**src/sv/hmfg_pkg.sv**
```systemverilog
// ----------------------------------------------------------------------------
// hmfg_pkg
// Shared types and constants of the H-bridge motor fault guard.
// ----------------------------------------------------------------------------
package hmfg_pkg;

  localparam int unsigned MOTORS     = 4;
  localparam int unsigned MOTOR_W    = $clog2(MOTORS);
  localparam int unsigned TIME_W     = 32;
  localparam int unsigned COUNT_W    = 16;
  localparam int unsigned ENTRY_W    = 2 * TIME_W + COUNT_W;
  localparam int unsigned DUTY_W     = 13;
  localparam int unsigned MAG_W      = 16;

  localparam int unsigned DUTY_MAX_DEF   = 4199;
  localparam int unsigned SPEED_SPAN_DEF = 100;

  localparam logic [1:0] OP_SAMPLE = 2'd0;
  localparam logic [1:0] OP_SPEED  = 2'd1;
  localparam logic [1:0] OP_CLEAR  = 2'd2;

  localparam logic [1:0] FC_NONE        = 2'd0;
  localparam logic [1:0] FC_OVERCURRENT = 2'd1;
  localparam logic [1:0] FC_UNKNOWN     = 2'd2;

  localparam int unsigned CFG_INDEX_W = 2;
  localparam int unsigned CFG_DATA_W  = 16;

  localparam logic [CFG_INDEX_W-1:0] REG_REVERSE_MASK = 2'd0;
  localparam logic [CFG_INDEX_W-1:0] REG_BRIDGE_MAP   = 2'd1;
  localparam logic [CFG_INDEX_W-1:0] REG_DEBOUNCE_MS  = 2'd2;

  localparam logic [3:0]  REVERSE_MASK_RST = 4'd0;
  localparam logic [7:0]  BRIDGE_MAP_RST   = 8'd228;
  localparam logic [15:0] DEBOUNCE_MS_RST  = 16'd10;

  typedef struct packed {
    logic [TIME_W-1:0]  debounce_start;
    logic [TIME_W-1:0]  latch_time;
    logic [COUNT_W-1:0] latch_count;
  } entry_t;

endpackage

```
**src/sv/hmfg_in_if.sv**
```systemverilog
// ----------------------------------------------------------------------------
// hmfg_in_if
// Command item channel: fault sample, set speed or clear faults.
// ----------------------------------------------------------------------------
interface hmfg_in_if;
  logic               valid;
  logic               ready;
  logic [1:0]         operation;
  logic [2:0]         motor_id;
  logic               fault_active;
  logic signed [15:0] speed_cmd;
  logic [31:0]        now_ms;

  modport source (output valid, operation, motor_id, fault_active, speed_cmd, now_ms,
                  input ready);
  modport sink (input valid, operation, motor_id, fault_active, speed_cmd, now_ms,
                output ready);
endinterface

```
**src/sv/hmfg_out_if.sv**
```systemverilog
// ----------------------------------------------------------------------------
// hmfg_out_if
// Result item channel: fault status and bridge duty update.
// ----------------------------------------------------------------------------
interface hmfg_out_if;
  logic        valid;
  logic        ready;
  logic        faulted;
  logic [1:0]  fault_code;
  logic [15:0] fault_total;
  logic [31:0] fault_time;
  logic        pwm_write;
  logic [1:0]  bridge;
  logic [12:0] duty_forward;
  logic [12:0] duty_reverse;

  modport source (output valid, faulted, fault_code, fault_total, fault_time, pwm_write,
                  bridge, duty_forward, duty_reverse, input ready);
  modport sink (input valid, faulted, fault_code, fault_total, fault_time, pwm_write,
                bridge, duty_forward, duty_reverse, output ready);
endinterface

```
**src/sv/hmfg_ram.sv**
```systemverilog
// ----------------------------------------------------------------------------
// hmfg_ram
// Generic single-write, single-read RAM with registered read data.
// ----------------------------------------------------------------------------
module hmfg_ram #(
  parameter int unsigned WIDTH = 8,
  parameter int unsigned DEPTH = 4
) (
  input  logic                     clk,
  input  logic                     we,
  input  logic [$clog2(DEPTH)-1:0] waddr,
  input  logic [WIDTH-1:0]         wdata,
  input  logic [$clog2(DEPTH)-1:0] raddr,
  output logic [WIDTH-1:0]         rdata
);

  logic [WIDTH-1:0] mem [DEPTH];

  always_ff @(posedge clk) begin
    if (we) begin
      mem[waddr] <= wdata;
    end
    rdata <= mem[raddr];
  end

endmodule

```
**src/sv/hbridge_motor_fault_guard_unit.sv**
```systemverilog
// ----------------------------------------------------------------------------
// hbridge_motor_fault_guard_unit
// Fault debounce/latch and duty generation for four motor H-bridges.
// ----------------------------------------------------------------------------
// Each item passes from acceptance to its result through a read of the motor's
// record from the state RAM, two multiply stages for the speed scaling
// (magnitude times DUTY_MAX, then a reciprocal multiply standing in for the
// divide by SPEED_SPAN) and a read-modify-write step that updates the record
// and loads the result register. Items are processed one at a time; the next
// item is taken in the cycle after the previous one has been written back.
// A result still waiting in the output register holds the next item in
// write-back, and with it the input. Per-motor pending and latched flags live
// in flops so that clear-faults drops all latches at once. There is no clearing
// pass after reset: each RAM entry has a valid flag and reads as zero until
// first written.
// ----------------------------------------------------------------------------
module hbridge_motor_fault_guard_unit #(
  parameter int unsigned DUTY_MAX   = hmfg_pkg::DUTY_MAX_DEF,
  parameter int unsigned SPEED_SPAN = hmfg_pkg::SPEED_SPAN_DEF
) (
  input  logic                                clk,
  input  logic                                rst,
  input  logic                                cfg_write,
  input  logic [hmfg_pkg::CFG_INDEX_W-1:0]    cfg_index,
  input  logic [hmfg_pkg::CFG_DATA_W-1:0]     cfg_data,
  hmfg_in_if.sink                             req,
  hmfg_out_if.source                          rsp
);

  localparam int unsigned SPAN_LOG = $clog2(SPEED_SPAN);
  localparam int unsigned SHIFT    = 31 + SPAN_LOG;
  localparam logic [63:0] RECIP_WIDE =
      ((64'd1 << SHIFT) + 64'(SPEED_SPAN) - 64'd1) / 64'(SPEED_SPAN);
  localparam logic [31:0] RECIP    = RECIP_WIDE[31:0];

  localparam logic [2:0] ST_IDLE = 3'd0;
  localparam logic [2:0] ST_RD   = 3'd1;
  localparam logic [2:0] ST_MUL1 = 3'd2;
  localparam logic [2:0] ST_MUL2 = 3'd3;
  localparam logic [2:0] ST_WB   = 3'd4;

  logic [2:0] state, state_next;

  logic [3:0]  reverse_mask;
  logic [7:0]  bridge_map;
  logic [15:0] debounce_ms;

  logic [hmfg_pkg::MOTORS-1:0] pending, pending_next;
  logic [hmfg_pkg::MOTORS-1:0] latched, latched_next;
  logic [hmfg_pkg::MOTORS-1:0] entry_ok;

  logic [1:0]  op_q;
  logic [2:0]  mid_q;
  logic        pin_q;
  logic [15:0] speed_q;
  logic [31:0] now_q;

  logic        sat_q;
  logic        neg_q;
  logic [31:0] prod1;
  logic [63:0] prod2;

  logic                           mvalid;
  logic [hmfg_pkg::MOTOR_W-1:0]   k;
  logic [1:0]                     br;
  logic [15:0]                    mag_abs;
  logic [hmfg_pkg::MAG_W-1:0]     quo;
  logic [hmfg_pkg::MAG_W-1:0]     mag;

  hmfg_pkg::entry_t ram_rdata_raw, ent, ent_next;
  logic             ram_we;
  logic             wb_go;
  logic [31:0]      elapsed;

  logic        wr;
  logic [12:0] dfw, drv;

  hmfg_ram #(
    .WIDTH(hmfg_pkg::ENTRY_W),
    .DEPTH(hmfg_pkg::MOTORS)
  ) u_state_ram (
    .clk  (clk),
    .we   (ram_we),
    .waddr(k),
    .wdata(ent_next),
    .raddr(k),
    .rdata(ram_rdata_raw)
  );

  assign req.ready = (state == ST_IDLE);
  assign mvalid    = (mid_q >= 3'd1) && (mid_q <= 3'd4);
  assign k         = mvalid ? 2'(mid_q - 3'd1) : '0;
  assign br        = mvalid ? bridge_map[{k, 1'b0} +: 2] : 2'd0;
  assign wb_go     = (state == ST_WB) && (!rsp.valid || rsp.ready);
  assign ram_we    = wb_go && mvalid && (op_q == hmfg_pkg::OP_SAMPLE);
  assign ent       = entry_ok[k] ? ram_rdata_raw : '0;
  assign elapsed   = now_q - ent.debounce_start;
  assign mag_abs   = speed_q[15] ? 16'(~speed_q + 16'd1) : speed_q;
  assign quo       = prod2[SHIFT +: hmfg_pkg::MAG_W];
  assign mag       = sat_q ? hmfg_pkg::MAG_W'(DUTY_MAX) : quo;

  always_comb begin
    state_next = state;
    unique case (state)
      ST_IDLE: if (req.valid) state_next = ST_RD;
      ST_RD:   state_next = ST_MUL1;
      ST_MUL1: state_next = ST_MUL2;
      ST_MUL2: state_next = ST_WB;
      ST_WB:   if (wb_go) state_next = ST_IDLE;
      default: state_next = ST_IDLE;
    endcase
  end

  always_comb begin
    pending_next = pending;
    latched_next = latched;
    ent_next     = ent;
    wr           = 1'b0;
    dfw          = '0;
    drv          = '0;
    case (op_q)
      hmfg_pkg::OP_CLEAR: begin
        latched_next = '0;
      end
      hmfg_pkg::OP_SAMPLE: begin
        if (mvalid) begin
          if (pin_q) begin
            if (!pending[k]) begin
              pending_next[k]         = 1'b1;
              ent_next.debounce_start = now_q;
            end else if (elapsed >= {16'd0, debounce_ms} && !latched[k]) begin
              latched_next[k]      = 1'b1;
              ent_next.latch_time  = now_q;
              ent_next.latch_count = ent.latch_count + 16'd1;
              wr                   = 1'b1;
            end
          end else begin
            pending_next[k] = 1'b0;
            latched_next[k] = 1'b0;
          end
        end
      end
      hmfg_pkg::OP_SPEED: begin
        if (mvalid) begin
          wr = 1'b1;
          if (!latched[k]) begin
            if (neg_q) drv = mag[12:0];
            else dfw = mag[12:0];
          end
        end
      end
      default: ;
    endcase
  end

  always_ff @(posedge clk) begin
    if (rst) begin
      reverse_mask <= hmfg_pkg::REVERSE_MASK_RST;
      bridge_map   <= hmfg_pkg::BRIDGE_MAP_RST;
      debounce_ms  <= hmfg_pkg::DEBOUNCE_MS_RST;
    end else if (cfg_write) begin
      unique case (cfg_index)
        hmfg_pkg::REG_REVERSE_MASK: reverse_mask <= cfg_data[3:0];
        hmfg_pkg::REG_BRIDGE_MAP:   bridge_map   <= cfg_data[7:0];
        hmfg_pkg::REG_DEBOUNCE_MS:  debounce_ms  <= cfg_data;
        default: ;
      endcase
    end
  end

  always_ff @(posedge clk) begin
    if (rst) begin
      state     <= ST_IDLE;
      pending   <= '0;
      latched   <= '0;
      entry_ok  <= '0;
      rsp.valid <= 1'b0;
    end else begin
      state <= state_next;
      if (wb_go) begin
        pending   <= pending_next;
        latched   <= latched_next;
        rsp.valid <= 1'b1;
        if (ram_we) entry_ok[k] <= 1'b1;
      end else if (rsp.ready) begin
        rsp.valid <= 1'b0;
      end
    end
  end

  always_ff @(posedge clk) begin
    if (req.valid && req.ready) begin
      op_q    <= req.operation;
      mid_q   <= req.motor_id;
      pin_q   <= req.fault_active;
      speed_q <= req.speed_cmd;
      now_q   <= req.now_ms;
    end
    if (state == ST_MUL1) begin
      sat_q <= mag_abs >= 16'(SPEED_SPAN);
      neg_q <= speed_q[15] ^ reverse_mask[k];
      prod1 <= 32'(mag_abs) * 32'(DUTY_MAX);
    end
    if (state == ST_MUL2) begin
      prod2 <= 64'(prod1) * 64'(RECIP);
    end
    if (wb_go) begin
      rsp.faulted      <= mvalid && latched_next[k];
      rsp.fault_code   <= !mvalid ? hmfg_pkg::FC_UNKNOWN :
                          latched_next[k] ? hmfg_pkg::FC_OVERCURRENT : hmfg_pkg::FC_NONE;
      rsp.fault_total  <= mvalid ? ent_next.latch_count : '0;
      rsp.fault_time   <= mvalid ? ent_next.latch_time : '0;
      rsp.pwm_write    <= wr;
      rsp.bridge       <= br;
      rsp.duty_forward <= dfw;
      rsp.duty_reverse <= drv;
    end
  end

  a_ram_write_in_wb: assert property (@(posedge clk) disable iff (rst)
    ram_we |-> state == ST_WB)
    else $error("state RAM written outside write-back");

  a_accept_starts_read: assert property (@(posedge clk) disable iff (rst)
    (req.valid && req.ready) |=> state == ST_RD)
    else $error("accepted item did not start a RAM read");

  a_one_direction: assert property (@(posedge clk) disable iff (rst)
    rsp.valid |-> (rsp.duty_forward == 13'd0 || rsp.duty_reverse == 13'd0))
    else $error("both bridge channels driven");

  a_unknown_motor_quiet: assert property (@(posedge clk) disable iff (rst)
    (rsp.valid && rsp.fault_code == hmfg_pkg::FC_UNKNOWN) |-> (!rsp.faulted && !rsp.pwm_write))
    else $error("invalid motor reported fault or duty write");

endmodule
```
**src/flat_wrapper.sv**
```systemverilog
// flat-port wrapper written by rule: the top's interface ports become plain ports
module hbridge_motor_fault_guard_unit_flat 
#(
  parameter int unsigned DUTY_MAX   = hmfg_pkg::DUTY_MAX_DEF,
  parameter int unsigned SPEED_SPAN = hmfg_pkg::SPEED_SPAN_DEF
)
  (clk, rst, cfg_write, cfg_index, cfg_data, req_valid, req_operation, req_motor_id, req_fault_active, req_speed_cmd, req_now_ms, req_ready, rsp_valid, rsp_faulted, rsp_fault_code, rsp_fault_total, rsp_fault_time, rsp_pwm_write, rsp_bridge, rsp_duty_forward, rsp_duty_reverse, rsp_ready);
  hmfg_in_if req_i ();
  hmfg_out_if rsp_i ();
  input  logic clk;
  input  logic rst;
  input  logic cfg_write;
  input  logic [hmfg_pkg::CFG_INDEX_W-1:0] cfg_index;
  input  logic [hmfg_pkg::CFG_DATA_W-1:0] cfg_data;
  input wire logic [$bits(req_i.valid)-1:0] req_valid;
  input wire logic [$bits(req_i.operation)-1:0] req_operation;
  input wire logic [$bits(req_i.motor_id)-1:0] req_motor_id;
  input wire logic [$bits(req_i.fault_active)-1:0] req_fault_active;
  input wire logic [$bits(req_i.speed_cmd)-1:0] req_speed_cmd;
  input wire logic [$bits(req_i.now_ms)-1:0] req_now_ms;
  output wire logic [$bits(req_i.ready)-1:0] req_ready;
  output wire logic [$bits(rsp_i.valid)-1:0] rsp_valid;
  output wire logic [$bits(rsp_i.faulted)-1:0] rsp_faulted;
  output wire logic [$bits(rsp_i.fault_code)-1:0] rsp_fault_code;
  output wire logic [$bits(rsp_i.fault_total)-1:0] rsp_fault_total;
  output wire logic [$bits(rsp_i.fault_time)-1:0] rsp_fault_time;
  output wire logic [$bits(rsp_i.pwm_write)-1:0] rsp_pwm_write;
  output wire logic [$bits(rsp_i.bridge)-1:0] rsp_bridge;
  output wire logic [$bits(rsp_i.duty_forward)-1:0] rsp_duty_forward;
  output wire logic [$bits(rsp_i.duty_reverse)-1:0] rsp_duty_reverse;
  input wire logic [$bits(rsp_i.ready)-1:0] rsp_ready;
  assign req_i.valid = req_valid;
  assign req_i.operation = req_operation;
  assign req_i.motor_id = req_motor_id;
  assign req_i.fault_active = req_fault_active;
  assign req_i.speed_cmd = req_speed_cmd;
  assign req_i.now_ms = req_now_ms;
  assign req_ready = req_i.ready;
  assign rsp_valid = rsp_i.valid;
  assign rsp_faulted = rsp_i.faulted;
  assign rsp_fault_code = rsp_i.fault_code;
  assign rsp_fault_total = rsp_i.fault_total;
  assign rsp_fault_time = rsp_i.fault_time;
  assign rsp_pwm_write = rsp_i.pwm_write;
  assign rsp_bridge = rsp_i.bridge;
  assign rsp_duty_forward = rsp_i.duty_forward;
  assign rsp_duty_reverse = rsp_i.duty_reverse;
  assign rsp_i.ready = rsp_ready;
  hbridge_motor_fault_guard_unit #(.DUTY_MAX(DUTY_MAX), .SPEED_SPAN(SPEED_SPAN)) u_core (.clk(clk), .rst(rst), .cfg_write(cfg_write), .cfg_index(cfg_index), .cfg_data(cfg_data), .req(req_i), .rsp(rsp_i));
endmodule
```
**config.mk**
```make
export PLATFORM = sky130hd
export DESIGN_NAME = hbridge_motor_fault_guard_unit_flat
export DESIGN_NICKNAME = d
export VERILOG_FILES = /design/src/sv/hmfg_pkg.sv /design/src/sv/hmfg_in_if.sv /design/src/sv/hmfg_out_if.sv /design/src/sv/hmfg_ram.sv /design/src/sv/hbridge_motor_fault_guard_unit.sv /design/src/flat_wrapper.sv
export SDC_FILE = /design/constraint.sdc
export NUM_CORES = 2
export LEC_CHECK = 0
export ABC_CLOCK_PERIOD_IN_PS = 10910
export BUFFER_PORTS_ARGS = -buffer_cell sky130_fd_sc_hd__buf_4
export CORE_MARGIN = 1
export CORE_UTILIZATION = 30
export CTS_CLUSTER_DIAMETER = 150
export CTS_CLUSTER_SIZE = 25
export DETAILED_ROUTE_END_ITERATION = 6
export PLACE_DENSITY = 0.52
export REMOVE_ABC_BUFFERS = 1
export SKIP_LAST_GASP = 1
export SYNTH_ARGS = -nofsm -noshare
export SYNTH_HDL_FRONTEND = slang
export SYNTH_SLANG_ARGS = --single-unit
export TNS_END_PERCENT = 10
```
**constraint.sdc**
```tcl
create_clock -name clk -period 10.91 [get_ports clk]
set_input_delay 2.182 -clock clk [delete_from_list [all_inputs] [get_ports clk]]
set_output_delay 2.182 -clock clk [all_outputs]
set_load 0.01 [all_outputs]
```
==> impl_metrics.ini <==
[status]
status = finished clean

[layout]
final_common_cell = inv_1
syn2layout_area_growth_pct = 10.4
drive_above_1_share_pct = 7.24
utilization_pct = 33.5
most-common-layout-cells = 682 x inv_1, 498 x edfxtp_1, 444 x ha_1
diodes = 0
nNetsFinal = 4584
fillers = 13855
final_cells = 5590

[sta]
fin_crit_sh_pct = 79.3
setup_violations = 0
timing.fmax_mhz = 116
final.min_clock_period_ns = 8.66
finClkSkew_ns = 0.0345
hold_viol = 0
worst_slew_pin_slew_ns = 1.17
final_max_slew_viol_count = 0
fin_hold_ws_ns = 0.461
rsz0062_at_grt = false
max-slew-margin-rel_pct = 21.6

[critical_path]
rrSetupSlack_ns = 2.25
cp.required_ns = 11.37
crit_type = reg -> reg
critPathLaunchType = register
cp-end-kind = register
arrival_ns = 9.12
worst-path-max-fanout = 40

[clock_network]
cts_buffers = 31
htreeDepth = 1
clkTransAtPathRegs_ns = 0.10
cts_root_buf = clkbuf_16
cts_tree = yes
ctsResizeCount = 0
post_cts_buffers = 0
cts_hold_buf = 0
clock-sinks = 622
ctsLongestPathBuffers = 3
clk_latency_ns = 0.68

[job]
drv_cap = 0

[die]
start_util_pct = 30.4
die_area_mm2 = 0.141
fp.dieH_um = 376
core_area_mm2 = 0.138
die_w_um = 376
ioPinCount = 159
rows = 136

[yosys]
synthCells = 3589
syn_area_mm2 = 0.0419
synth_area_per_cell_um2 = 11.7
async_reset_ff_share_pct = 0
ys_ff_latch = 622
synth_edf_count = 498
yosys_most_used_dff = edfxtp_1
ys_warn_count = 0
synth.distinct_cells = 82
ys_seq_area_share_pct = 41.6

[routing]
drt_wl_total_um = 104000
antenna_left = 0
vias_per_cell = 4.60
drt_iter0_drc = 1486
post-route-drc-count = 0
drt-pass1-iter-count = 5
wl_per_cell_um = 18.6
num_vias = 25735

[placed_design]
gp_congestion = 0.895
place_inst = 5532
dp_hpwl_um = 78300
numPortBuffers = 158

[hold_path]
hp-class = reg -> reg

[grt]
grt_pass1_wl_um = 161000
grt_pass1_vias = 26904
antenna_found_initial = 4
grt_usage_pct = 14.8
gr-total-overflow = 0
grt_start_max_net_pins = 63
-- worst max-delay path, stage by stage, from the launching register on --
cell and delay, ns:
edfxtp_1 0.63, inv_1 0.23, ha_4 0.84, mux2_2 0.41
nor4_1 0.36, nor2_1 0.13, o21a_4 0.34, and2_1 0.28
ha_1 0.21, fa_1 0.40, nand2b_1 0.19, a21oi_2 0.23
o211ai_1 0.19, a21oi_1 0.19, nor2_1 0.07, xnor2_1 0.18
ha_1 0.27, nor2b_1 0.13, o21ai_0 0.18, o2111ai_1 0.12
nor4_1 0.32, nand4_1 0.14, nor4_1 0.42, and4bb_4 0.61
nor2_4 0.06, buf_4 0.32, buf_4 0.40, mux2i_1 0.39
-- cells by family after synthesis --
logic type	count (synthesis)	synth area share (%)
buffers and inverters	787	7.15
flip-flops	622	41.6
adder cells (fa/ha/maj)	805	30.5
AO/OA/AOI/OAI	431	7.22
AND/OR/NAND/NOR	681	7.45
multiplexers	185	4.44
XOR/XNOR	78	1.65
-- sequential cells by signal, summed over array words and instances (netlist names), 13 cells and up, named ones only --
signal,cells
u_core.prod1,29
u_core.rsp.fault_time,32
u_core.rsp.fault_total,16
u_core.speed_q,16
u_core.u_state_ram.mem,320
u_core.debounce_ms,16
u_core.u_state_ram.rdata,80
u_core.prod2,13
u_core.rsp.duty_reverse,13
u_core.rsp.duty_forward,13
u_core.now_q,32
-- cells in the mapped netlist (10+ instances only) --
cell type	instances	share of area (%)
a21o_1	30	0.54
ha_1	445	13
fa_1	360	17
nor2_1	201	1.8
a21oi_1	108	1.3
and3_1	10	0.15
o21a_1	10	0.18
edfxtp_1	498	36
nor3_1	25	0.30
a31oi_1	12	0.18
mux2i_1	176	4.2
or3_1	12	0.18
inv_1	683	6.1
nand2_1	276	2.5
xnor2_1	57	1.2
o31ai_1	10	0.18
a221o_1	80	1.9
clkbuf_1	75	0.67
o21ai_0	80	0.96
nand2b_1	32	0.48
buf_2	11	0.13
nand4_1	25	0.37
buf_1	14	0.13
nand3_1	24	0.29
nor2b_1	11	0.16
o211ai_1	14	0.25
xor2_1	20	0.42
dfxtp_1	124	5.9
-- through the flow --
stage	TNS, ns	setup WS (ns)	cell area (µm²)
finish	0	2.25	46300
global route	0	1.55	46300
CTS	0	2.35	46300
detailed placement	0	2.40	45300
floorplan	-134.39	-0.833	41500
global placement	0	2.48	45300
-- layout make-up --
class | count | area (µm²) | area share (%)
Multi-Input combinational cell | 2180 | 21600 | 46.6
Sequential cell | 622 | 17400 | 37.7
Inverter | 683 | 2570 | 5.55
Tap cell | 1863 | 2330 | 5.04
Timing Repair Buffer | 184 | 1380 | 2.98
Clock buffer | 51 | 893 | 1.93
Clock inverter | 7 | 100 | 0.216
-- metal layers --
metal / up-vias / global-route usage, % / share of wire, %
met2: 448 / 24.0 / 46
met5: - / 0 / 0.026
met4: 4 / 2.16 / 1.2
met3: 65 / 2.13 / 4.7
li1: 12357 / - / -
met1: 12861 / 21.1 / 48
-- path summary, 6_finish.rpt --
check	from	to	cells after the start
worst max register to register	u_core.mid_q[0]$_DFFE_PP_	u_core.u_state_ram.mem[3][19]$_DFFE_PP_	27
worst min-delay path	u_core.debounce_ms[14]$_SDFFE_PP0P_	u_core.debounce_ms[14]$_SDFFE_PP0P_	2
worst min register to register	u_core.debounce_ms[14]$_SDFFE_PP0P_	u_core.debounce_ms[14]$_SDFFE_PP0P_	2
worst max-delay path	u_core.mid_q[0]$_DFFE_PP_	u_core.u_state_ram.mem[3][19]$_DFFE_PP_	27
Power is left out: the tool's default activity adds up to more than one toggle a clock period on the data nets, which glitch-free logic cannot reach.
